===== config.mk =====
export PLATFORM = sky130hd
export DESIGN_NAME = ethernet_fcs_crc32_unit
export DESIGN_NICKNAME = d
export VERILOG_FILES = /design/src/rtl/ecrc_pkg.sv /design/src/rtl/ecrc_front.sv /design/src/rtl/ecrc_queue.sv /design/src/rtl/ecrc_back.sv /design/src/rtl/ethernet_fcs_crc32_unit.sv
export SDC_FILE = /design/constraint.sdc
export NUM_CORES = 1
export LEC_CHECK = 0
export ABC_CLOCK_PERIOD_IN_PS = 5310
export BUFFER_PORTS_ARGS = -buffer_cell sky130_fd_sc_hd__clkbuf_2
export CAP_MARGIN = 20
export CORE_AREA = 8 8 183 185
export DETAILED_ROUTE_END_ITERATION = 6
export DIE_AREA = 0 0 191 193
export PLACE_DENSITY_LB_ADDON = 0.08
export SYNTH_ARGS = -nofsm -noshare
export SYNTH_HDL_FRONTEND = slang
export SYNTH_SLANG_ARGS = --single-unit

===== constraint.sdc =====
create_clock -name clock -period 5.31 [get_ports clock]
set_clock_uncertainty 0.15 [all_clocks]
set_input_delay 0.531 -clock clock [delete_from_list [all_inputs] [get_ports clock]]
set_output_delay 0.531 -clock clock [all_outputs]
set_load 0.005 [all_outputs]

===== src/rtl/ecrc_pkg.sv =====
package ecrc_pkg;

   // Defaults for the top-level parameters
   localparam int MIN_BODY_BYTES = 60;
   localparam int QUEUE_DEPTH = 2;

   // Fixed frame figures
   localparam int HEADER_BYTES = 14;
   localparam int FCS_BYTES = 4;
   localparam int COUNT_W = 16;
   localparam int PAD_W = 6;   // holds a padding count up to 60 bytes

   localparam logic [31:0] CRC_POLY_REFLECTED = 32'hEDB8_8320;
   localparam logic [31:0] CRC_INIT = 32'hFFFF_FFFF;
   localparam logic [COUNT_W-1:0] COUNT_MAX = '1;

   // Configuration register indexes and mode codes
   localparam logic REG_MODE = 1'b0;
   localparam logic MODE_CHECK = 1'b0;
   localparam logic MODE_GENERATE = 1'b1;

   typedef struct packed {
      logic [7:0] data_byte;
      logic       last;
   } req_type;

   typedef struct packed {
      logic [31:0] fcs_value;
      logic        fcs_ok;
      logic        length_error;
   } rsp_type;

   // One finished frame handed from the front to the back
   typedef struct packed {
      logic [31:0]      crc;
      logic [31:0]      holdback;
      logic [PAD_W-1:0] pad_count;
      logic             check;
      logic             length_error;
   } job_type;

   typedef struct packed {
      logic    valid;
      job_type job;
   } push_type;

   typedef struct packed {
      logic full;
      logic empty;
   } queue_status_type;

   typedef enum logic [0:0] {
      BACK_IDLE,
      BACK_PAD
   } back_state_type;

   // Reflected CRC-32 over one byte, one polynomial step per bit
   function automatic logic [31:0] crc_byte(input logic [31:0] crc, input logic [7:0] b);
      logic [31:0] c;
      c = crc ^ {24'h000000, b};
      for (int k = 0; k < 8; k++) begin
         if (c[0]) begin
            c = (c >> 1) ^ CRC_POLY_REFLECTED;
         end else begin
            c = c >> 1;
         end
      end
      return c;
   endfunction

endpackage


===== src/rtl/ecrc_front.sv =====
module ecrc_front #(
   parameter int MIN_BODY_BYTES = ecrc_pkg::MIN_BODY_BYTES
) (
   input  logic                         clock,
   input  logic                         reset,
   input  logic                         mode,
   input  logic                         req_valid,
   output logic                         req_stall,
   input  ecrc_pkg::req_type            req_data,
   input  ecrc_pkg::queue_status_type   queue_status,
   output ecrc_pkg::push_type           push
);

   localparam logic [ecrc_pkg::COUNT_W-1:0] MIN_BODY =
      ecrc_pkg::COUNT_W'(MIN_BODY_BYTES);
   localparam logic [ecrc_pkg::COUNT_W-1:0] FCS_LEN =
      ecrc_pkg::COUNT_W'(ecrc_pkg::FCS_BYTES);
   localparam logic [ecrc_pkg::COUNT_W-1:0] MIN_LEN_CHECK =
      ecrc_pkg::COUNT_W'(ecrc_pkg::HEADER_BYTES + ecrc_pkg::FCS_BYTES);
   localparam logic [ecrc_pkg::COUNT_W-1:0] MIN_LEN_GEN =
      ecrc_pkg::COUNT_W'(ecrc_pkg::HEADER_BYTES);

   logic [31:0]                   crc_ff, crc_in;
   logic [31:0]                   hold_ff, hold_in;
   logic [ecrc_pkg::COUNT_W-1:0]  count_ff, count_in;

   logic                          accept;
   logic                          check;
   logic [7:0]                    crc_src;
   logic [31:0]                   crc_upd;
   logic [31:0]                   hold_upd;
   logic [ecrc_pkg::COUNT_W-1:0]  count_upd;
   logic [ecrc_pkg::COUNT_W-1:0]  body;
   logic [ecrc_pkg::COUNT_W-1:0]  pad_full;

   // Hold input while the queue has no room for a finished frame
   assign req_stall = queue_status.full;
   assign accept = req_valid && !req_stall;
   assign check = (mode == ecrc_pkg::MODE_CHECK);

   // Check mode feeds the byte leaving the holdback window, generate mode the new byte
   assign crc_src = check ? hold_ff[31:24] : req_data.data_byte;

   always_comb begin
      crc_upd = crc_ff;
      if (!check || (count_ff >= FCS_LEN)) begin
         crc_upd = ecrc_pkg::crc_byte(crc_ff, crc_src);
      end
      hold_upd = check ? {hold_ff[23:0], req_data.data_byte} : hold_ff;
      count_upd = (count_ff == ecrc_pkg::COUNT_MAX) ? count_ff : count_ff + 1'b1;
   end

   // Classify the frame on its last byte
   always_comb begin
      if (check) begin
         body = (count_upd >= FCS_LEN) ? count_upd - FCS_LEN : '0;
      end else begin
         body = count_upd;
      end
      pad_full = (body < MIN_BODY) ? MIN_BODY - body : '0;

      push.valid = accept && req_data.last;
      push.job.crc = crc_upd;
      push.job.holdback = hold_upd;
      push.job.pad_count = pad_full[ecrc_pkg::PAD_W-1:0];
      push.job.check = check;
      push.job.length_error = count_upd < (check ? MIN_LEN_CHECK : MIN_LEN_GEN);
   end

   // Advance the running state, clear it at frame end
   always_comb begin
      crc_in = crc_ff;
      hold_in = hold_ff;
      count_in = count_ff;
      if (accept) begin
         if (req_data.last) begin
            crc_in = ecrc_pkg::CRC_INIT;
            hold_in = '0;
            count_in = '0;
         end else begin
            crc_in = crc_upd;
            hold_in = hold_upd;
            count_in = count_upd;
         end
      end
   end

   always_ff @(posedge clock) begin
      if (reset) begin
         crc_ff <= ecrc_pkg::CRC_INIT;
         hold_ff <= '0;
         count_ff <= '0;
      end else begin
         crc_ff <= crc_in;
         hold_ff <= hold_in;
         count_ff <= count_in;
      end
   end

endmodule


===== src/rtl/ecrc_queue.sv =====
module ecrc_queue #(
   parameter int DEPTH = ecrc_pkg::QUEUE_DEPTH
) (
   input  logic                        clock,
   input  logic                        reset,
   input  ecrc_pkg::push_type          push,
   input  logic                        pop,
   output ecrc_pkg::job_type           head,
   output ecrc_pkg::queue_status_type  status
);

   localparam int PTR_W = (DEPTH > 1) ? $clog2(DEPTH) : 1;
   localparam int CNT_W = $clog2(DEPTH + 1);
   localparam logic [PTR_W-1:0] LAST_PTR = PTR_W'(DEPTH - 1);
   localparam logic [CNT_W-1:0] FULL_CNT = CNT_W'(DEPTH);

   ecrc_pkg::job_type     slot_ff [DEPTH];
   logic [PTR_W-1:0]      wr_ptr_ff, wr_ptr_in;
   logic [PTR_W-1:0]      rd_ptr_ff, rd_ptr_in;
   logic [CNT_W-1:0]      cnt_ff, cnt_in;

   assign status.full = (cnt_ff == FULL_CNT);
   assign status.empty = (cnt_ff == '0);
   assign head = slot_ff[rd_ptr_ff];

   // Advance pointers with wrap, track the fill
   always_comb begin
      wr_ptr_in = wr_ptr_ff;
      rd_ptr_in = rd_ptr_ff;
      cnt_in = cnt_ff;
      if (push.valid) begin
         wr_ptr_in = (wr_ptr_ff == LAST_PTR) ? '0 : wr_ptr_ff + 1'b1;
      end
      if (pop) begin
         rd_ptr_in = (rd_ptr_ff == LAST_PTR) ? '0 : rd_ptr_ff + 1'b1;
      end
      if (push.valid && !pop) begin
         cnt_in = cnt_ff + 1'b1;
      end else if (pop && !push.valid) begin
         cnt_in = cnt_ff - 1'b1;
      end
   end

   always_ff @(posedge clock) begin
      if (reset) begin
         wr_ptr_ff <= '0;
         rd_ptr_ff <= '0;
         cnt_ff <= '0;
      end else begin
         wr_ptr_ff <= wr_ptr_in;
         rd_ptr_ff <= rd_ptr_in;
         cnt_ff <= cnt_in;
      end
   end

   // Store the pushed job
   always_ff @(posedge clock) begin
      if (push.valid) begin
         slot_ff[wr_ptr_ff] <= push.job;
      end
   end

endmodule


===== src/rtl/ecrc_back.sv =====
module ecrc_back (
   input  logic                        clock,
   input  logic                        reset,
   input  ecrc_pkg::job_type           head,
   input  ecrc_pkg::queue_status_type  queue_status,
   output logic                        pop,
   output logic                        rsp_valid,
   input  logic                        rsp_stall,
   output ecrc_pkg::rsp_type           rsp_data
);

   ecrc_pkg::back_state_type     state_ff, state_in;
   logic [31:0]                  crc_ff, crc_in;
   logic [ecrc_pkg::PAD_W-1:0]   pad_ff, pad_in;
   logic [31:0]                  hold_ff, hold_in;
   logic                         check_ff, check_in;
   logic                         lerr_ff, lerr_in;
   logic                         rsp_valid_ff, rsp_valid_in;
   ecrc_pkg::rsp_type            rsp_data_ff, rsp_data_in;

   logic                         out_free;
   logic                         load;
   logic                         step;
   logic                         emit;
   logic [31:0]                  crc_inv;
   logic [31:0]                  fcs;

   assign out_free = !rsp_valid_ff || !rsp_stall;
   assign rsp_valid = rsp_valid_ff;
   assign rsp_data = rsp_data_ff;

   // Next state
   always_comb begin
      state_in = state_ff;
      unique case (state_ff)
         ecrc_pkg::BACK_IDLE: begin
            if (!queue_status.empty) begin
               state_in = ecrc_pkg::BACK_PAD;
            end
         end
         ecrc_pkg::BACK_PAD: begin
            if ((pad_ff == '0) && out_free) begin
               state_in = ecrc_pkg::BACK_IDLE;
            end
         end
         default: state_in = ecrc_pkg::BACK_IDLE;
      endcase
   end

   // State outputs
   always_comb begin
      load = 1'b0;
      step = 1'b0;
      emit = 1'b0;
      unique case (state_ff)
         ecrc_pkg::BACK_IDLE: load = !queue_status.empty;
         ecrc_pkg::BACK_PAD: begin
            step = (pad_ff != '0);
            emit = (pad_ff == '0) && out_free;
         end
         default: begin
            load = 1'b0;
         end
      endcase
   end

   assign pop = load;

   // Finish the CRC: invert and lay out the first wire byte on top
   assign crc_inv = ~crc_ff;
   assign fcs = {crc_inv[7:0], crc_inv[15:8], crc_inv[23:16], crc_inv[31:24]};

   // Load a job, then shift in one zero pad byte per cycle
   always_comb begin
      crc_in = crc_ff;
      pad_in = pad_ff;
      hold_in = hold_ff;
      check_in = check_ff;
      lerr_in = lerr_ff;
      if (load) begin
         crc_in = head.crc;
         pad_in = head.pad_count;
         hold_in = head.holdback;
         check_in = head.check;
         lerr_in = head.length_error;
      end else if (step) begin
         crc_in = ecrc_pkg::crc_byte(crc_ff, 8'h00);
         pad_in = pad_ff - 1'b1;
      end
   end

   // Output register: drop on transfer, fill on emit
   always_comb begin
      rsp_valid_in = rsp_valid_ff && rsp_stall;
      rsp_data_in = rsp_data_ff;
      if (emit) begin
         rsp_valid_in = 1'b1;
         rsp_data_in.fcs_value = fcs;
         rsp_data_in.length_error = lerr_ff;
         rsp_data_in.fcs_ok = check_ff && !lerr_ff && (hold_ff == fcs);
      end
   end

   always_ff @(posedge clock) begin
      if (reset) begin
         state_ff <= ecrc_pkg::BACK_IDLE;
         rsp_valid_ff <= 1'b0;
      end else begin
         state_ff <= state_in;
         rsp_valid_ff <= rsp_valid_in;
      end
   end

   always_ff @(posedge clock) begin
      crc_ff <= crc_in;
      pad_ff <= pad_in;
      hold_ff <= hold_in;
      check_ff <= check_in;
      lerr_ff <= lerr_in;
      rsp_data_ff <= rsp_data_in;
   end

endmodule


===== src/rtl/ethernet_fcs_crc32_unit.sv =====
// Ethernet FCS unit: takes a frame one byte per transfer (last marks the end) and
// returns one result per frame holding the CRC-32 FCS, a check flag and a
// length flag. mode 0 treats the final four bytes as the received FCS and
// compares; mode 1 produces the FCS to append. Bytes are taken at one per clock,
// unless the input stalls, by the front end, which keeps the running CRC. At the
// last byte the frame is queued for the back end, which loads the frame, then
// shifts in zero pad bytes one by one (MIN_BODY_BYTES minus the body length,
// none for bodies of MIN_BODY_BYTES or more), then places the result in the
// output register once that register is free. The queue holds QUEUE_DEPTH
// finished frames, and the input stalls on any byte while the queue is full:
// when a run of short frames outpaces the padding loop, or when the result
// side holds results back. Register 0 (mode) lies at byte address 0 and
// should be written only while the unit is idle.
module ethernet_fcs_crc32_unit #(
   parameter int MIN_BODY_BYTES = ecrc_pkg::MIN_BODY_BYTES,
   parameter int QUEUE_DEPTH = ecrc_pkg::QUEUE_DEPTH
) (
   input  logic               clock,
   input  logic               reset,

   input  logic               req_valid,
   output logic               req_stall,
   input  ecrc_pkg::req_type  req_data,

   output logic               rsp_valid,
   input  logic               rsp_stall,
   output ecrc_pkg::rsp_type  rsp_data,

   input  logic               csr_psel,
   input  logic               csr_penable,
   input  logic               csr_pwrite,
   input  logic [2:0]         csr_paddr,
   input  logic [31:0]        csr_pwdata,
   output logic [31:0]        csr_prdata,
   output logic               csr_pready
);

   logic                        mode_ff, mode_in;
   logic                        csr_write;
   ecrc_pkg::push_type          push;
   logic                        pop;
   ecrc_pkg::job_type           head;
   ecrc_pkg::queue_status_type  queue_status;

   // Register file: a single mode bit
   assign csr_pready = 1'b1;
   assign csr_write = csr_psel && csr_penable && csr_pwrite && csr_pready;

   always_comb begin
      mode_in = mode_ff;
      if (csr_write && (csr_paddr[2] == ecrc_pkg::REG_MODE)) begin
         mode_in = csr_pwdata[0];
      end
      csr_prdata = '0;
      if (csr_paddr[2] == ecrc_pkg::REG_MODE) begin
         csr_prdata = {31'h0, mode_ff};
      end
   end

   always_ff @(posedge clock) begin
      if (reset) begin
         mode_ff <= ecrc_pkg::MODE_CHECK;
      end else begin
         mode_ff <= mode_in;
      end
   end

   ecrc_front #(
      .MIN_BODY_BYTES(MIN_BODY_BYTES)
   ) u_front (
      .clock(clock),
      .reset(reset),
      .mode(mode_ff),
      .req_valid(req_valid),
      .req_stall(req_stall),
      .req_data(req_data),
      .queue_status(queue_status),
      .push(push)
   );

   ecrc_queue #(
      .DEPTH(QUEUE_DEPTH)
   ) u_queue (
      .clock(clock),
      .reset(reset),
      .push(push),
      .pop(pop),
      .head(head),
      .status(queue_status)
   );

   ecrc_back u_back (
      .clock(clock),
      .reset(reset),
      .head(head),
      .queue_status(queue_status),
      .pop(pop),
      .rsp_valid(rsp_valid),
      .rsp_stall(rsp_stall),
      .rsp_data(rsp_data)
   );

   // A frame is never handed to a full queue
   a_no_push_when_full: assert property (@(posedge clock) disable iff (reset)
      push.valid |-> !queue_status.full)
      else $error("frame pushed into full queue");

   // The back end only takes a frame that is there
   a_no_pop_when_empty: assert property (@(posedge clock) disable iff (reset)
      pop |-> !queue_status.empty)
      else $error("frame popped from empty queue");

   // A frame with a length error never reports a good FCS
   a_ok_excludes_len_err: assert property (@(posedge clock) disable iff (reset)
      rsp_valid |-> !(rsp_data.fcs_ok && rsp_data.length_error))
      else $error("fcs_ok set on a short frame");

endmodule


Yosys cells after proc, flatten, opt, wreduce, memory -nomap -nowiden --
Memory sizes are Yosys's and may differ from the RTL's. A register that Yosys moved wholly into a read port is not among the register bits. Index checks and enable logic that the tools add are counted.
Operators by class: bitwise logic cells 21, shift operators 0, $add $sub $neg 8, equal/unequal tests 3, multipliers 0, $lt $le $gt $ge 4, multiplexer cells 68, reduce and logical (&&, ||, !) cells 25, divide/modulo/power cells 0
Operators by type and width (count):
- $mux W32 | 43
- $not A13 Y14 | 16
- $mux W16 | 4
- $eq A32 B32 Y1 | 1
- $ge A16 B3 Y1 const B | 2
- $not A32 Y32 | 1
- $xor A32 B8 Y32 | 1
- $mux W6 | 3
- $add A16 B1 Y16 const B | 1
- $eq A16 B16 Y1 const B | 1
- $lt A16 B16 Y1 | 1
- $lt A16 B6 Y1 const B | 1
- $sub A16 B3 Y16 const B | 1
- $mux W1 | 13
- $logic_and A1 B1 Y1 | 11
- $mux W8 | 1
- $logic_not A1 Y1 | 7
- $logic_not A6 Y1 | 1
- $reduce_bool A6 Y1 | 1
- $sub A6 B1 Y6 const B | 1
- $sub A6 B6 Y6 const A | 1
- $mux W5 | 1
- $mux W2 | 2
- $reduce_bool A2 Y1 | 2
- 8 further kinds | 12
Word-level totals: word-level logic and storage cells 147, register bits after elaboration 193, bits of input ports 51, bits in read-only memories 0, latch bits 0, memories 1, RAM bits 144
Memory list:
- u_queue.slot_ff | depth 2, bits a word 72, rd ports 1, clocked after Yosys merged registers in 1, wr ports 1, line ecrc_queue.sv:17 | ecrc_pkg::job_type slot_ff [DEPTH];

Longest topological paths before layout --
Gate-level depths: netlist (run 1).
word-level depth 32, gate-level depth with buffers 18, mapped depth without buffers 16

Hierarchy --
A second synthesis (run 1) with hierarchy kept.
Unflattened totals: cell total of the unflattened synthesis 1350, area total of the unflattened synthesis 16090.4 um^2
By module, submodules not included:
- ecrc_queue | cells an instance 246, times used 1, area an instance 5429.0 um^2
- ecrc_front | cells an instance 704, times used 1, area an instance 5424.0 um^2
- ecrc_back | cells an instance 360, times used 1, area an instance 4928.5 um^2
- ethernet_fcs_crc32_unit | cells an instance 40, times used 1, area an instance 309.0 um^2

Worst setup path before layout (run 1) --
OpenSTA, ideal clock, no wires.
kind register to register, from register u_queue.cnt_ff[0], to memory u_queue.slot_ff[0][0] (netlist name) (enable), data arrival time 4.044 ns, cell stages (with the launch flop) 6, data required time 4.657 ns, library setup time 0.503 ns, setup slack 0.613 ns, clock period less this slack 4.697 ns, cell sequence dfxtp_1 nand2b_1 and2_1 clkbuf_1 nand2_1 nor2_1
On the way: cells in the longest elaborated chain, start to end 6
RTL lines:
- start: declaration | line ecrc_queue.sv:20 | logic [CNT_W-1:0] cnt_ff, cnt_in;
- start signal: assignment | line ecrc_queue.sv:52 | cnt_ff <= cnt_in;
- $eq A2 B2 Y1 | line ecrc_queue.sv:22 | assign status.full = (cnt_ff == FULL_CNT);
- $logic_not A1 Y1 | line ecrc_front.sv:38 | assign accept = req_valid && !req_stall;
- $logic_and A1 B1 Y1 | line ecrc_front.sv:38
- $logic_and A1 B1 Y1 | line ecrc_front.sv:62 | push.valid = accept && req_data.last;
- $mux W1 | line ecrc_queue.sv:58 | if (push.valid) begin
- $mux W1 (not written as such) | line ecrc_queue.sv:59 | slot_ff[wr_ptr_ff] <= push.job;
- end: declaration | line ecrc_queue.sv:17
No other way between the ends.

==> flow_summary.html, run 1 <==
<table>
<tr><th>Metric</th><th>Value</th></tr>
<tr><th colspan="2">Layout</th></tr>
<tr><td>Post-synthesis to final-layout area growth</td><td>10.20%</td></tr>
<tr><td>Final core occ</td><td>57.84%</td></tr>
<tr><td>Nets</td><td>1504</td></tr>
<tr><td>Fraction of layout instances using a drive strength above 1</td><td>15.70%</td></tr>
<tr><td>Most frequent standard cell in the layout excluding fill and tap cells</td><td>sky130_fd_sc_hd__edfxtp_1</td></tr>
<tr><td>Antenna fix cells</td><td>0</td></tr>
<tr><td>Top library cells by usage in the layout, fill and taps aside</td><td>250 x sky130_fd_sc_hd__edfxtp_1, 149 x sky130_fd_sc_hd__nand2_1, 132 x sky130_fd_sc_hd__xnor2_1, 97 x sky130_fd_sc_hd__nor2_1, 86 x sky130_fd_sc_hd__dfxtp_1</td></tr>
<tr><th colspan="2">Drt</th></tr>
<tr><td>Wirelength, routed</td><td>37780 µm</td></tr>
<tr><td>Initial DRC count</td><td>674</td></tr>
<tr><td>Number of vias in the routed layout</td><td>10240</td></tr>
<tr><td>Detail-routed via count per cell</td><td>5.467</td></tr>
<tr><td>DRC errors left</td><td>0</td></tr>
<tr><td>DR pass1 iterations</td><td>5</td></tr>
<tr><td>Routed length per placed instance</td><td>20.17 µm</td></tr>
<tr><td>Remaining antenna violation count</td><td>0</td></tr>
<tr><th colspan="2">Power</th></tr>
<tr><td>Logic gate share of total power</td><td>30.8%</td></tr>
<tr><td>Clock network fraction of total power</td><td>26.1%</td></tr>
<tr><td>Total net switching power</td><td>3130 µW</td></tr>
<tr><td>Cell Int Power</td><td>6328 µW</td></tr>
<tr><td>Seq pwr share</td><td>43.1%</td></tr>
<tr><td>VDD IR-drop max</td><td>230.2 µV</td></tr>
<tr><td>Switch share</td><td>33.09%</td></tr>
<tr><td>Leakage component of the power</td><td>0.006349 µW</td></tr>
<tr><td>Power Density</td><td>530.5 nW/µm²</td></tr>
<tr><th colspan="2">GRT</th></tr>
<tr><td>Total global-route track usage</td><td>20.52%</td></tr>
<tr><td>Largest net degree at the start of global routing</td><td>72</td></tr>
<tr><td>Initial antenna violation count</td><td>0</td></tr>
<tr><td>Via count of the first global-routing pass</td><td>9786</td></tr>
<tr><td>Overall overflow remaining after global route</td><td>0</td></tr>
<tr><td>Wire length of the first global-routing pass</td><td>58220 µm</td></tr>
<tr><th colspan="2">Synthesis</th></tr>
<tr><td>Fraction of synthesized cell area in xor and xnor cells</td><td>10.37%</td></tr>
<tr><td>Adder-Cell Fraction of Synth Area</td><td>0.6961%</td></tr>
<tr><td>Complex-gate fraction of the synthesized area</td><td>7.093%</td></tr>
<tr><td>Gate Count Post-Synth</td><td>1418</td></tr>
<tr><td>Post-synth top flop</td><td>sky130_fd_sc_hd__edfxtp_1</td></tr>
<tr><td>Number of enable flip-flop cells after synthesis</td><td>250</td></tr>
<tr><td>Async set-or-reset flop fraction in the synthesized netlist</td><td>0%</td></tr>
<tr><td>Combinational family with the most area after synthesis</td><td>simple AND/OR/NAND/NOR gates</td></tr>
<tr><td>#FFs+latches synth</td><td>338</td></tr>
<tr><td>Mean instance size in the synthesized netlist</td><td>11.41 µm²</td></tr>
<tr><td>Simple-Gate Fraction of Synth Area</td><td>12.05%</td></tr>
<tr><td>Share of synthesized area occupied by flip-flops and latches</td><td>57.30%</td></tr>
<tr><td>Number of warning messages in the yosys log</td><td>0</td></tr>
<tr><td>Netlist area before placement</td><td>16180 µm²</td></tr>
<tr><td>Number of distinct library cells after synthesis</td><td>75</td></tr>
<tr><td>Multiplexer area fraction after synthesis</td><td>7.611%</td></tr>
<tr><th colspan="2">Floorplan</th></tr>
<tr><td>Die outline area</td><td>36860 µm²</td></tr>
<tr><td>Area of the core region</td><td>30820 µm²</td></tr>
<tr><td># rows</td><td>65</td></tr>
<tr><td>Initial cell density of the core</td><td>52.48%</td></tr>
<tr><td>Number of top-level design ports</td><td>120</td></tr>
<tr><td>DIE WIDTH</td><td>191 µm</td></tr>
<tr><td>Chip Height</td><td>193 µm</td></tr>
<tr><th colspan="2">STA</th></tr>
<tr><td>Setup repair after global routing missed its margin</td><td>false</td></tr>
<tr><td>Worst slew pin tran</td><td>1053 ps</td></tr>
<tr><td>Headroom to the max-slew limit</td><td>29.79%</td></tr>
<tr><td>Max-slew violation total from the final report</td><td>0</td></tr>
<tr><td>Final-layout setup total negative slack</td><td>0 ps</td></tr>
<tr><td>Post-route clock period utilization</td><td>85.41%</td></tr>
<tr><td>FMAX</td><td>220.5 MHz</td></tr>
<tr><td>Shortest clock period the worst path allows after layout</td><td>4535 ps</td></tr>
<tr><td>Total count of hold-check failures in the final report</td><td>0</td></tr>
<tr><td>Final worst setup slack</td><td>774.6 ps</td></tr>
<tr><td>Final count of negative-setup-slack endpoints</td><td>0</td></tr>
<tr><th colspan="2">CTS</th></tr>
<tr><td>Number of gates resized after CTS</td><td>0</td></tr>
<tr><td>CTS buffer count</td><td>36</td></tr>
<tr><td>Post-cts hold buffer count</td><td>0</td></tr>
<tr><td>Post CTS Setup Buffer Count</td><td>0</td></tr>
<tr><td>Insertion delay of the later-clocked pin in the worst-skew pair</td><td>510 ps</td></tr>
<tr><td>Root Driver</td><td>sky130_fd_sc_hd__clkbuf_16</td></tr>
<tr><td>Clock edge transition at the registers on the reported setup and hold paths</td><td>60 ps</td></tr>
<tr><td>TritonCTS clock tree</td><td>yes</td></tr>
<tr><td>Number of H-tree levels</td><td>2</td></tr>
<tr><td>Clock sink count</td><td>338</td></tr>
<tr><td>Maximum clock path buffer count</td><td>3</td></tr>
<tr><th colspan="2">Worst setup path</th></tr>
<tr><td>Launch point of the worst path</td><td>u_front.count_ff[0]</td></tr>
<tr><td>Worst path required time</td><td>5510 ps</td></tr>
<tr><td>Setup slack of the worst register-to-register path</td><td>770 ps</td></tr>
<tr><td>Worst setup EP type</td><td>flop</td></tr>
<tr><td>R2R Path Start</td><td>u_front.count_ff[0]</td></tr>
<tr><td>Critical path capture point</td><td>u_queue.slot_ff[1][6]</td></tr>
<tr><td>Cell count of the worst reg-to-reg path</td><td>17</td></tr>
<tr><td>Highest net fanout along the worst path</td><td>11</td></tr>
<tr><td>Data arrival time of the critical path</td><td>4740 ps</td></tr>
<tr><td>FF-to-FF End</td><td>u_queue.slot_ff[1][6]</td></tr>
<tr><td>Type of element launching the critical path</td><td>flop</td></tr>
<tr><td>Kind of critical path</td><td>reg2reg</td></tr>
<tr><th colspan="2">Hold path</th></tr>
<tr><td>Class of the most critical hold timing path</td><td>in2reg</td></tr>
<tr><td>Hold Path Depth</td><td>3</td></tr>
<tr><th colspan="2">Run status</th></tr>
<tr><td>Status</td><td>complete, no violations</td></tr>
<tr><th colspan="2">Placement</th></tr>
<tr><td>Pre-CTS setup slack</td><td>808.9 ps</td></tr>
<tr><td>Post-DP HPWL</td><td>25380 µm</td></tr>
<tr><td>Routability congestion estimate from global placement</td><td>0.8828</td></tr>
<tr><td>Number of I/O port buffers</td><td>54</td></tr>
<tr><th colspan="2">Run</th></tr>
<tr><td>Count of max-cap constraint violations</td><td>0</td></tr>
</table>
## kinds of logic (layout without fill, tap and decap cells)
family,after synthesis,after routing
fa+ha+maj,9,9
other cells,2,32
compound gates,195,195
buf+inv,162,185
xor+xnor,184,184
flops,338,338
mux,114,114
simple gates,414,414
## worst min path at each step
stage,start,slack [ps],endpoint
global route,csr_pwdata[0],120,mode_ff
CTS,csr_pwdata[0],80,mode_ff
global placement,u_front.hold_ff[9],300,u_front.hold_ff[9]
floorplan,u_back.lerr_ff,270,u_back.rsp_data[0]
finish,csr_pwdata[0],110,mode_ff
detailed placement,u_front.hold_ff[14],310,u_front.hold_ff[14]
## registers in the layout, summed over array words and instances (netlist names), 2 cells and up, named ones only
register,cells
u_front.crc_ff,32
u_back.rsp_data,34
u_front.hold_ff,32
u_back.pad_ff,6
u_back.hold_ff,32
u_back.crc_ff,32
u_queue.cnt_ff,2
u_front.count_ff,16
u_queue.slot_ff,144
## layer usage
metal / track usage (%) / share of wire, %
met1: 28.29 / 46
met2: 33.80 / 47
met3: 2.734 / 5.0
met4: 5.519 / 1.9
met5: 0 / 0
## cell usage after synthesis (6+ instances only)
| cell | n | area share, % |
|---|---|---|
| sky130_fd_sc_hd__edfxtp_1 | 250 | 46 |
| sky130_fd_sc_hd__nand2_1 | 150 | 3.5 |
| sky130_fd_sc_hd__xnor2_1 | 132 | 7.1 |
| sky130_fd_sc_hd__nor2_1 | 99 | 2.3 |
| sky130_fd_sc_hd__dfxtp_1 | 88 | 11 |
| sky130_fd_sc_hd__a21oi_1 | 86 | 2.7 |
| sky130_fd_sc_hd__nand3_1 | 73 | 2.3 |
| sky130_fd_sc_hd__mux2_2 | 68 | 4.7 |
| sky130_fd_sc_hd__clkbuf_1 | 59 | 1.4 |
| sky130_fd_sc_hd__o21ai_0 | 51 | 1.6 |
| sky130_fd_sc_hd__mux2i_1 | 45 | 2.8 |
| sky130_fd_sc_hd__inv_1 | 44 | 1.0 |
| sky130_fd_sc_hd__xor2_1 | 44 | 2.4 |
| sky130_fd_sc_hd__buf_4 | 37 | 1.7 |
| sky130_fd_sc_hd__nor3_1 | 18 | 0.56 |
| sky130_fd_sc_hd__nand4_1 | 14 | 0.54 |
| sky130_fd_sc_hd__ha_1 | 9 | 0.70 |
| sky130_fd_sc_hd__buf_1 | 8 | 0.19 |
| sky130_fd_sc_hd__buf_2 | 8 | 0.25 |
| sky130_fd_sc_hd__nor4_1 | 8 | 0.31 |
| sky130_fd_sc_hd__a211oi_1 | 7 | 0.32 |
| sky130_fd_sc_hd__a22oi_1 | 7 | 0.32 |
| sky130_fd_sc_hd__a31oi_1 | 7 | 0.27 |
| sky130_fd_sc_hd__and3_1 | 6 | 0.23 |
| sky130_fd_sc_hd__nor2b_1 | 6 | 0.23 |
## metrics by stage
step	total power, µW	instance area [µm²]	cells	hold slack, ps
6_report	9458	17830	1873	113.1
2_1_floorplan	6277	16290	1448	271.7
4_1_cts	9547	17830	1873	84.86
5_1_grt	9997	17830	1873	121.7
3_5_place_dp	7028	16660	1808	309.1
3_3_place_gp	6991	16660	1808	298.6
## power groups by stage
stage	clock network (µW)	registers, µW	logic (µW)
finish	2470	4080	2910
global route	2620	4120	3250
CTS	2530	4090	2920
detailed placement	0	4150	2880
global placement	0	4140	2850
floorplan	0	3830	2450
## critical path: stages, from the launching register on
cell                       delay [ps]
sky130_fd_sc_hd__dfxtp_1          510
sky130_fd_sc_hd__ha_1             360
sky130_fd_sc_hd__nand3_1          110
sky130_fd_sc_hd__buf_4            190
sky130_fd_sc_hd__or4_1            440
sky130_fd_sc_hd__nand2_1          100
sky130_fd_sc_hd__xnor2_1          280
sky130_fd_sc_hd__inv_1            130
sky130_fd_sc_hd__ha_1             260
sky130_fd_sc_hd__nand2b_1         110
sky130_fd_sc_hd__nor3_1            50
sky130_fd_sc_hd__a41o_1           260
sky130_fd_sc_hd__nor2_1           150
sky130_fd_sc_hd__a222oi_1         110
sky130_fd_sc_hd__o211a_1          270
sky130_fd_sc_hd__or4_4            530
sky130_fd_sc_hd__nand2b_4         170
sky130_fd_sc_hd__o22ai_2          190
## cell type report
class,count,area [µm²]
clock buffer,47,993.5
inverter,47,178.9
tap,402,503.0
sequential,338,9274
timing repair buffer,73,425.4
clock inverter,18,172.7
fill,2602,13000
multi-input combinational,948,6280
Power figures use the tool's default switching activity.
==> run 2: changes to the inputs <==
--- a/config.mk
+++ b/config.mk
@@ -5,13 +5,14 @@
 export SDC_FILE = /design/constraint.sdc
 export NUM_CORES = 1
 export LEC_CHECK = 0
-export ABC_CLOCK_PERIOD_IN_PS = 5310
+export ABC_CLOCK_PERIOD_IN_PS = 5700
 export BUFFER_PORTS_ARGS = -buffer_cell sky130_fd_sc_hd__clkbuf_2
 export CAP_MARGIN = 20
-export CORE_AREA = 8 8 183 185
+export CORE_AREA = 8 8 182 184
 export DETAILED_ROUTE_END_ITERATION = 6
-export DIE_AREA = 0 0 191 193
+export DIE_AREA = 0 0 190 192
 export PLACE_DENSITY_LB_ADDON = 0.08
 export SYNTH_ARGS = -nofsm -noshare
 export SYNTH_HDL_FRONTEND = slang
+export SYNTH_HIERARCHICAL = 1
 export SYNTH_SLANG_ARGS = --single-unit
==> constraint.sdc (replaced) <==
create_clock -name clock -period 5.7 [get_ports clock]
set_clock_uncertainty 0.15 [all_clocks]
set_input_delay 0.57 -clock clock [delete_from_list [all_inputs] [get_ports clock]]
set_output_delay 0.57 -clock clock [all_outputs]
set_load 0.005 [all_outputs]
==> run 2 against run 1 <==
Effect of this change: sequential power shrank 7.4%; via count shrank 3.2%; register-to-register slack improved by 120 ps; non-clock buffer count is 2 lower; fmax down 5.6%; highest routed layer unchanged; setup slack gained 120 ps; sequential share of layout area up 0.53 points.
==> flow_summary.html, run 2 <==
<table>
<tr><th>Metric</th><th>Value</th></tr>
<tr><th colspan="2">Worst setup path</th></tr>
<tr><td>Critical path cell sequence</td><td>ha_1, nand3_1, nor3_2, nor3_1, or4_4, or4_4, or3_1, nand2_1, ha_1, nor3_1, a211o_1, a311oi_1, o21ai_1</td></tr>
<tr><td>Highest net fanout along the worst path</td><td>10 (-1)</td></tr>
<tr><td>Type of element launching the critical path</td><td>flop</td></tr>
<tr><td>Worst stage delay on the critical path</td><td>570 ps (+40 ps)</td></tr>
<tr><td>Kind of critical path</td><td>reg2reg</td></tr>
<tr><td>Cell count of the worst reg-to-reg path</td><td>13 (-4)</td></tr>
<tr><td>Worst setup EP type</td><td>flop</td></tr>
<tr><td>Setup slack of the worst register-to-register path</td><td>900 ps (+120 ps)</td></tr>
<tr><td>Kind of cell adding the most delay to the critical path</td><td>simple AND/OR/NAND/NOR gates</td></tr>
<tr><td>Data arrival time of the critical path</td><td>4890 ps (+150 ps)</td></tr>
<tr><td>FF-to-FF End</td><td>u_queue/slot_ff[1][6]</td></tr>
<tr><td>Worst Path Buf+Inv</td><td>0 (-2)</td></tr>
<tr><td>Highest-delay cell along the critical path</td><td>sky130_fd_sc_hd__or4_4</td></tr>
<tr><td>R2R Path Start</td><td>u_front/count_ff[0]</td></tr>
<tr><td>Worst path required time</td><td>5790 ps (+280 ps)</td></tr>
<tr><th colspan="2">Placement</th></tr>
<tr><td>Number of I/O port buffers</td><td>54 (unchanged)</td></tr>
<tr><td>Post-DP HPWL</td><td>24630 µm (-2.9%)</td></tr>
<tr><td>Routability congestion estimate from global placement</td><td>0.8581 (-2.8%)</td></tr>
<tr><td>Post-placement cell count</td><td>1736 (-4.0%)</td></tr>
<tr><th colspan="2">CTS</th></tr>
<tr><td>Root Driver</td><td>sky130_fd_sc_hd__clkbuf_16</td></tr>
<tr><td>Number of gates resized after CTS</td><td>0 (unchanged)</td></tr>
<tr><td>Clock sink count</td><td>338 (unchanged)</td></tr>
<tr><td>Number of H-tree levels</td><td>2 (unchanged)</td></tr>
<tr><td>Post CTS Setup Buffer Count</td><td>0 (unchanged)</td></tr>
<tr><td>Post-cts hold buffer count</td><td>0 (unchanged)</td></tr>
<tr><td>TritonCTS clock tree</td><td>yes</td></tr>
<tr><td>Insertion delay of the later-clocked pin in the worst-skew pair</td><td>520 ps (about the same)</td></tr>
<tr><td>Maximum clock path buffer count</td><td>3 (unchanged)</td></tr>
<tr><td>CTS buffer count</td><td>37 (+2.8%)</td></tr>
<tr><td>Clock edge transition at the registers on the reported setup and hold paths</td><td>60 ps (about the same)</td></tr>
<tr><th colspan="2">Floorplan</th></tr>
<tr><td>Area of the core region</td><td>30190 µm² (-2.1%)</td></tr>
<tr><td>DIE WIDTH</td><td>190 µm (-0.52%)</td></tr>
<tr><td>Initial cell density of the core</td><td>53.30% (+0.82 points)</td></tr>
<tr><td>Chip Height</td><td>192 µm (-0.52%)</td></tr>
<tr><td># rows</td><td>64 (-1.5%)</td></tr>
<tr><td>Number of top-level design ports</td><td>120 (unchanged)</td></tr>
<tr><td>Die outline area</td><td>36480 µm² (-1.0%)</td></tr>
<tr><th colspan="2">Layout</th></tr>
<tr><td>Antenna fix cells</td><td>0 (unchanged)</td></tr>
<tr><td># fillers</td><td>2461 (-5.4%)</td></tr>
<tr><td>Most frequent standard cell in the layout excluding fill and tap cells</td><td>sky130_fd_sc_hd__edfxtp_1</td></tr>
<tr><td>Max FFs per register</td><td>144 (unchanged)</td></tr>
<tr><td>Nets</td><td>1440 (-4.3%)</td></tr>
<tr><td>Post-synthesis to final-layout area growth</td><td>9.681%</td></tr>
<tr><td>Fraction of layout instances using a drive strength above 1</td><td>18.83% (+3.1 points)</td></tr>
<tr><td>Top library cells by usage in the layout, fill and taps aside</td><td>250 x sky130_fd_sc_hd__edfxtp_1, 144 x sky130_fd_sc_hd__xnor2_1, 140 x sky130_fd_sc_hd__nor2_1, 106 x sky130_fd_sc_hd__mux2_2, 100 x sky130_fd_sc_hd__nand2_1</td></tr>
<tr><td>Number of non-filler instances in the completed layout</td><td>1803 (-3.7%)</td></tr>
<tr><td>Most flops, register</td><td>u_queue/slot_ff</td></tr>
<tr><th colspan="2">Power</th></tr>
<tr><td>Seq pwr share</td><td>43.5% (+0.4 points)</td></tr>
<tr><td>Switch share</td><td>32.19% (-0.90 points)</td></tr>
<tr><td>Logic gate share of total power</td><td>30.0% (-0.8 points)</td></tr>
<tr><td>Cell Int Power</td><td>5903 µW (-6.7%)</td></tr>
<tr><td>Power Density</td><td>493.2 nW/µm² (-7.0%)</td></tr>
<tr><td>Leakage component of the power</td><td>0.006261 µW (-1.4%)</td></tr>
<tr><td>Total net switching power</td><td>2802 µW (-10%)</td></tr>
<tr><td>VDD IR-drop max</td><td>272.6 µV (+18%)</td></tr>
<tr><td>Final Power</td><td>8705 µW (-8.0%)</td></tr>
<tr><td>Clock network fraction of total power</td><td>26.6% (+0.5 points)</td></tr>
<tr><th colspan="2">Synthesis</th></tr>
<tr><td>Netlist area before placement</td><td>16090 µm² (-0.53%)</td></tr>
<tr><td>#FFs+latches synth</td><td>338 (unchanged)</td></tr>
<tr><td>Synth top area cells</td><td>sky130_fd_sc_hd__edfxtp_1 47%, sky130_fd_sc_hd__dfxtp_1 11%, sky130_fd_sc_hd__xnor2_1 7.8%, sky130_fd_sc_hd__mux2_2 7.4%, sky130_fd_sc_hd__nor2_1 3.3%</td></tr>
<tr><td>Number of distinct library cells after synthesis</td><td>68 (-9.3%)</td></tr>
<tr><td>Commonest cells in the synthesized netlist</td><td>250 x sky130_fd_sc_hd__edfxtp_1, 144 x sky130_fd_sc_hd__xnor2_1, 142 x sky130_fd_sc_hd__nor2_1</td></tr>
<tr><td>Number of enable flip-flop cells after synthesis</td><td>250 (unchanged)</td></tr>
<tr><td>Adder-Cell Fraction of Synth Area</td><td>0.7776% (+0.081 points)</td></tr>
<tr><td>Mean instance size in the synthesized netlist</td><td>11.92 µm² (+4.5%)</td></tr>
<tr><td>Share of synthesized area occupied by flip-flops and latches</td><td>57.60% (+0.31 points)</td></tr>
<tr><td>Most common cell in the netlist</td><td>sky130_fd_sc_hd__edfxtp_1</td></tr>
<tr><td>Multiplexer area fraction after synthesis</td><td>8.383% (+0.77 points)</td></tr>
<tr><td>Number of warning messages in the yosys log</td><td>6 (+6)</td></tr>
<tr><td>Post-synth top flop</td><td>sky130_fd_sc_hd__edfxtp_1</td></tr>
<tr><td>Gate Count Post-Synth</td><td>1350 (-4.8%)</td></tr>
<tr><td>Library cell occupying the most area in the post-synthesis netlist</td><td>sky130_fd_sc_hd__edfxtp_1</td></tr>
<tr><td>Fraction of synthesized cell area in xor and xnor cells</td><td>10.76% (+0.39 points)</td></tr>
<tr><td>Complex-gate fraction of the synthesized area</td><td>6.656% (-0.44 points)</td></tr>
<tr><td>Async set-or-reset flop fraction in the synthesized netlist</td><td>0% (unchanged)</td></tr>
<tr><td>Combinational family with the most area after synthesis</td><td>XOR/XNOR gates</td></tr>
<tr><td>Simple-Gate Fraction of Synth Area</td><td>10.44% (-1.6 points)</td></tr>
<tr><td>Area share of the largest cell type after synthesis</td><td>46.66% (+0.25 points)</td></tr>
<tr><th colspan="2">Drt</th></tr>
<tr><td>Number of vias in the routed layout</td><td>9916 (-3.2%)</td></tr>
<tr><td>Detail-routed via count per cell</td><td>5.500 (+0.60%)</td></tr>
<tr><td>Remaining antenna violation count</td><td>0 (unchanged)</td></tr>
<tr><td>Wirelength, routed</td><td>37000 µm (-2.1%)</td></tr>
<tr><td>DR pass1 iterations</td><td>5 (unchanged)</td></tr>
<tr><td>Initial DRC count</td><td>701 (+4.0%)</td></tr>
<tr><td>DRC errors left</td><td>0 (unchanged)</td></tr>
<tr><td>Routed length per placed instance</td><td>20.52 µm (+1.7%)</td></tr>
<tr><th colspan="2">GRT</th></tr>
<tr><td>Via count of the first global-routing pass</td><td>9604 (-1.9%)</td></tr>
<tr><td>Largest net degree at the start of global routing</td><td>76 (+5.6%)</td></tr>
<tr><td>Overall overflow remaining after global route</td><td>0 (unchanged)</td></tr>
<tr><td>Total global-route track usage</td><td>20.02% (-0.50 points)</td></tr>
<tr><td>Initial antenna violation count</td><td>0 (unchanged)</td></tr>
<tr><td>Wire length of the first global-routing pass</td><td>56630 µm (-2.7%)</td></tr>
<tr><th colspan="2">STA</th></tr>
<tr><td>Headroom to the max-slew limit</td><td>26.20% (-3.6 points)</td></tr>
<tr><td>Setup repair after global routing missed its margin</td><td>false</td></tr>
<tr><td>Max-slew violation total from the final report</td><td>0 (unchanged)</td></tr>
<tr><td>Worst slew pin tran</td><td>1107 ps (+53.95 ps)</td></tr>
<tr><td>Post-route clock period utilization</td><td>84.28% (-1.1 points)</td></tr>
<tr><td>Final count of negative-setup-slack endpoints</td><td>0 (unchanged)</td></tr>
<tr><td>Final-layout setup total negative slack</td><td>0 ps (unchanged)</td></tr>
<tr><td>FMAX</td><td>208.2 MHz (-5.6%)</td></tr>
<tr><td>Shortest clock period the worst path allows after layout</td><td>4804 ps (+268.3 ps)</td></tr>
<tr><td>Total count of hold-check failures in the final report</td><td>0 (unchanged)</td></tr>
<tr><th colspan="2">Run status</th></tr>
<tr><td>Status</td><td>complete, no violations</td></tr>
<tr><th colspan="2">Hold path</th></tr>
<tr><td>Class of the most critical hold timing path</td><td>in2reg</td></tr>
<tr><td>Hold-critical path endpoint</td><td>mode_ff</td></tr>
<tr><td>Hold Path Depth</td><td>3 (unchanged)</td></tr>
<tr><td>Hold Path Origin</td><td>csr_pwdata[0]</td></tr>
<tr><th colspan="2">Run</th></tr>
<tr><td>Count of max-cap constraint violations</td><td>0 (unchanged)</td></tr>
</table>
-- run 2: layer usage --
metal / up-vias / global-route usage [%] / routed length (µm) / part of all wire, %
li1: 4753 / - / - / -
met4: 0 / 6.013 / 914 / 2.5
met3: 53 / 2.977 / 2014 / 5.4
met2: 268 / 32.64 / 17260 / 47
met5: - / 0 / 0 / 0
met1: 4842 / 27.39 / 16810 / 45
-- run 2: how the worst max path moves through the flow --
stage	from	to	slack, ps	cells after the start
after global routing	u_front/count_ff[0]	u_queue/slot_ff[1][6]	560	13
after floorplan	u_queue/cnt_ff[0]	u_queue/slot_ff[0][0]	770	4
final	u_front/count_ff[0]	u_queue/slot_ff[1][6]	900	13
after CTS	u_front/count_ff[0]	u_queue/slot_ff[1][6]	930	13
after detailed placement	u_front/count_ff[0]	u_queue/slot_ff[1][6]	930	13
after global placement	u_front/count_ff[0]	u_queue/slot_ff[0][6]	1040	13
-- run 2: final cells by class --
cell class                 count  area [µm²]  share of cell area, %
clock inverter                12       123.9                 0.7019
timing repair buffer          71       397.9                  2.255
multi-input combinational    886        6123                  34.70
tap                          396       495.5                  2.808
inverter                      45       168.9                 0.9571
sequential                   338        9274                  52.55
clock buffer                  55        1065                  6.033
-- run 2: cell families (layout without fill, tap and decap cells) --
family / after synthesis / count (layout)
buffers and inverters: 156 / 183
other: 2 / 32
multiplexers: 121 / 121
AND/OR/NAND/NOR: 359 / 359
AO/OA/AOI/OAI: 179 / 179
XOR/XNOR: 185 / 185
flip-flops: 338 / 338
adder cells (fa/ha/maj): 10 / 10
-- run 2: stage by stage --
step / cell area, µm² / util, % / setup slack (ps) / hold slack [ps]
after floorplan: 16200 / - / 768.4 / 277.5
after global placement: 16460 / 54.52 / 1044 / 329.5
after detailed placement: 16460 / 54.52 / 933.8 / 343.0
after CTS: 17650 / 58.46 / 926.3 / 120.4
after global routing: 17650 / 58.46 / 557.9 / 139.8
final: 17650 / 58.46 / 896.3 / 143.3
-- run 2: worst reg2reg max path, stage by stage (launching register included) --
cell and delay, ps:
sky130_fd_sc_hd__dfxtp_1 520, sky130_fd_sc_hd__ha_1 410, sky130_fd_sc_hd__nand3_1 230, sky130_fd_sc_hd__nor3_2 400, sky130_fd_sc_hd__nor3_1 110, sky130_fd_sc_hd__or4_4 570, sky130_fd_sc_hd__or4_4 570, sky130_fd_sc_hd__or3_1 490
sky130_fd_sc_hd__nand2_1 140, sky130_fd_sc_hd__ha_1 300, sky130_fd_sc_hd__nor3_1 100, sky130_fd_sc_hd__a211o_1 240, sky130_fd_sc_hd__a311oi_1 210, sky130_fd_sc_hd__o21ai_1 100
-- run 2: power by group through the flow --
stage          Combinational, µW  Clock [µW]  Sequential (µW)
2_1_floorplan               2280           0             3530
3_3_place_gp                2570           0             3830
3_5_place_dp                2600           0             3840
4_1_cts                     2630        2370             3790
5_1_grt                     2850        2470             3830
6_report                    2610        2310             3780
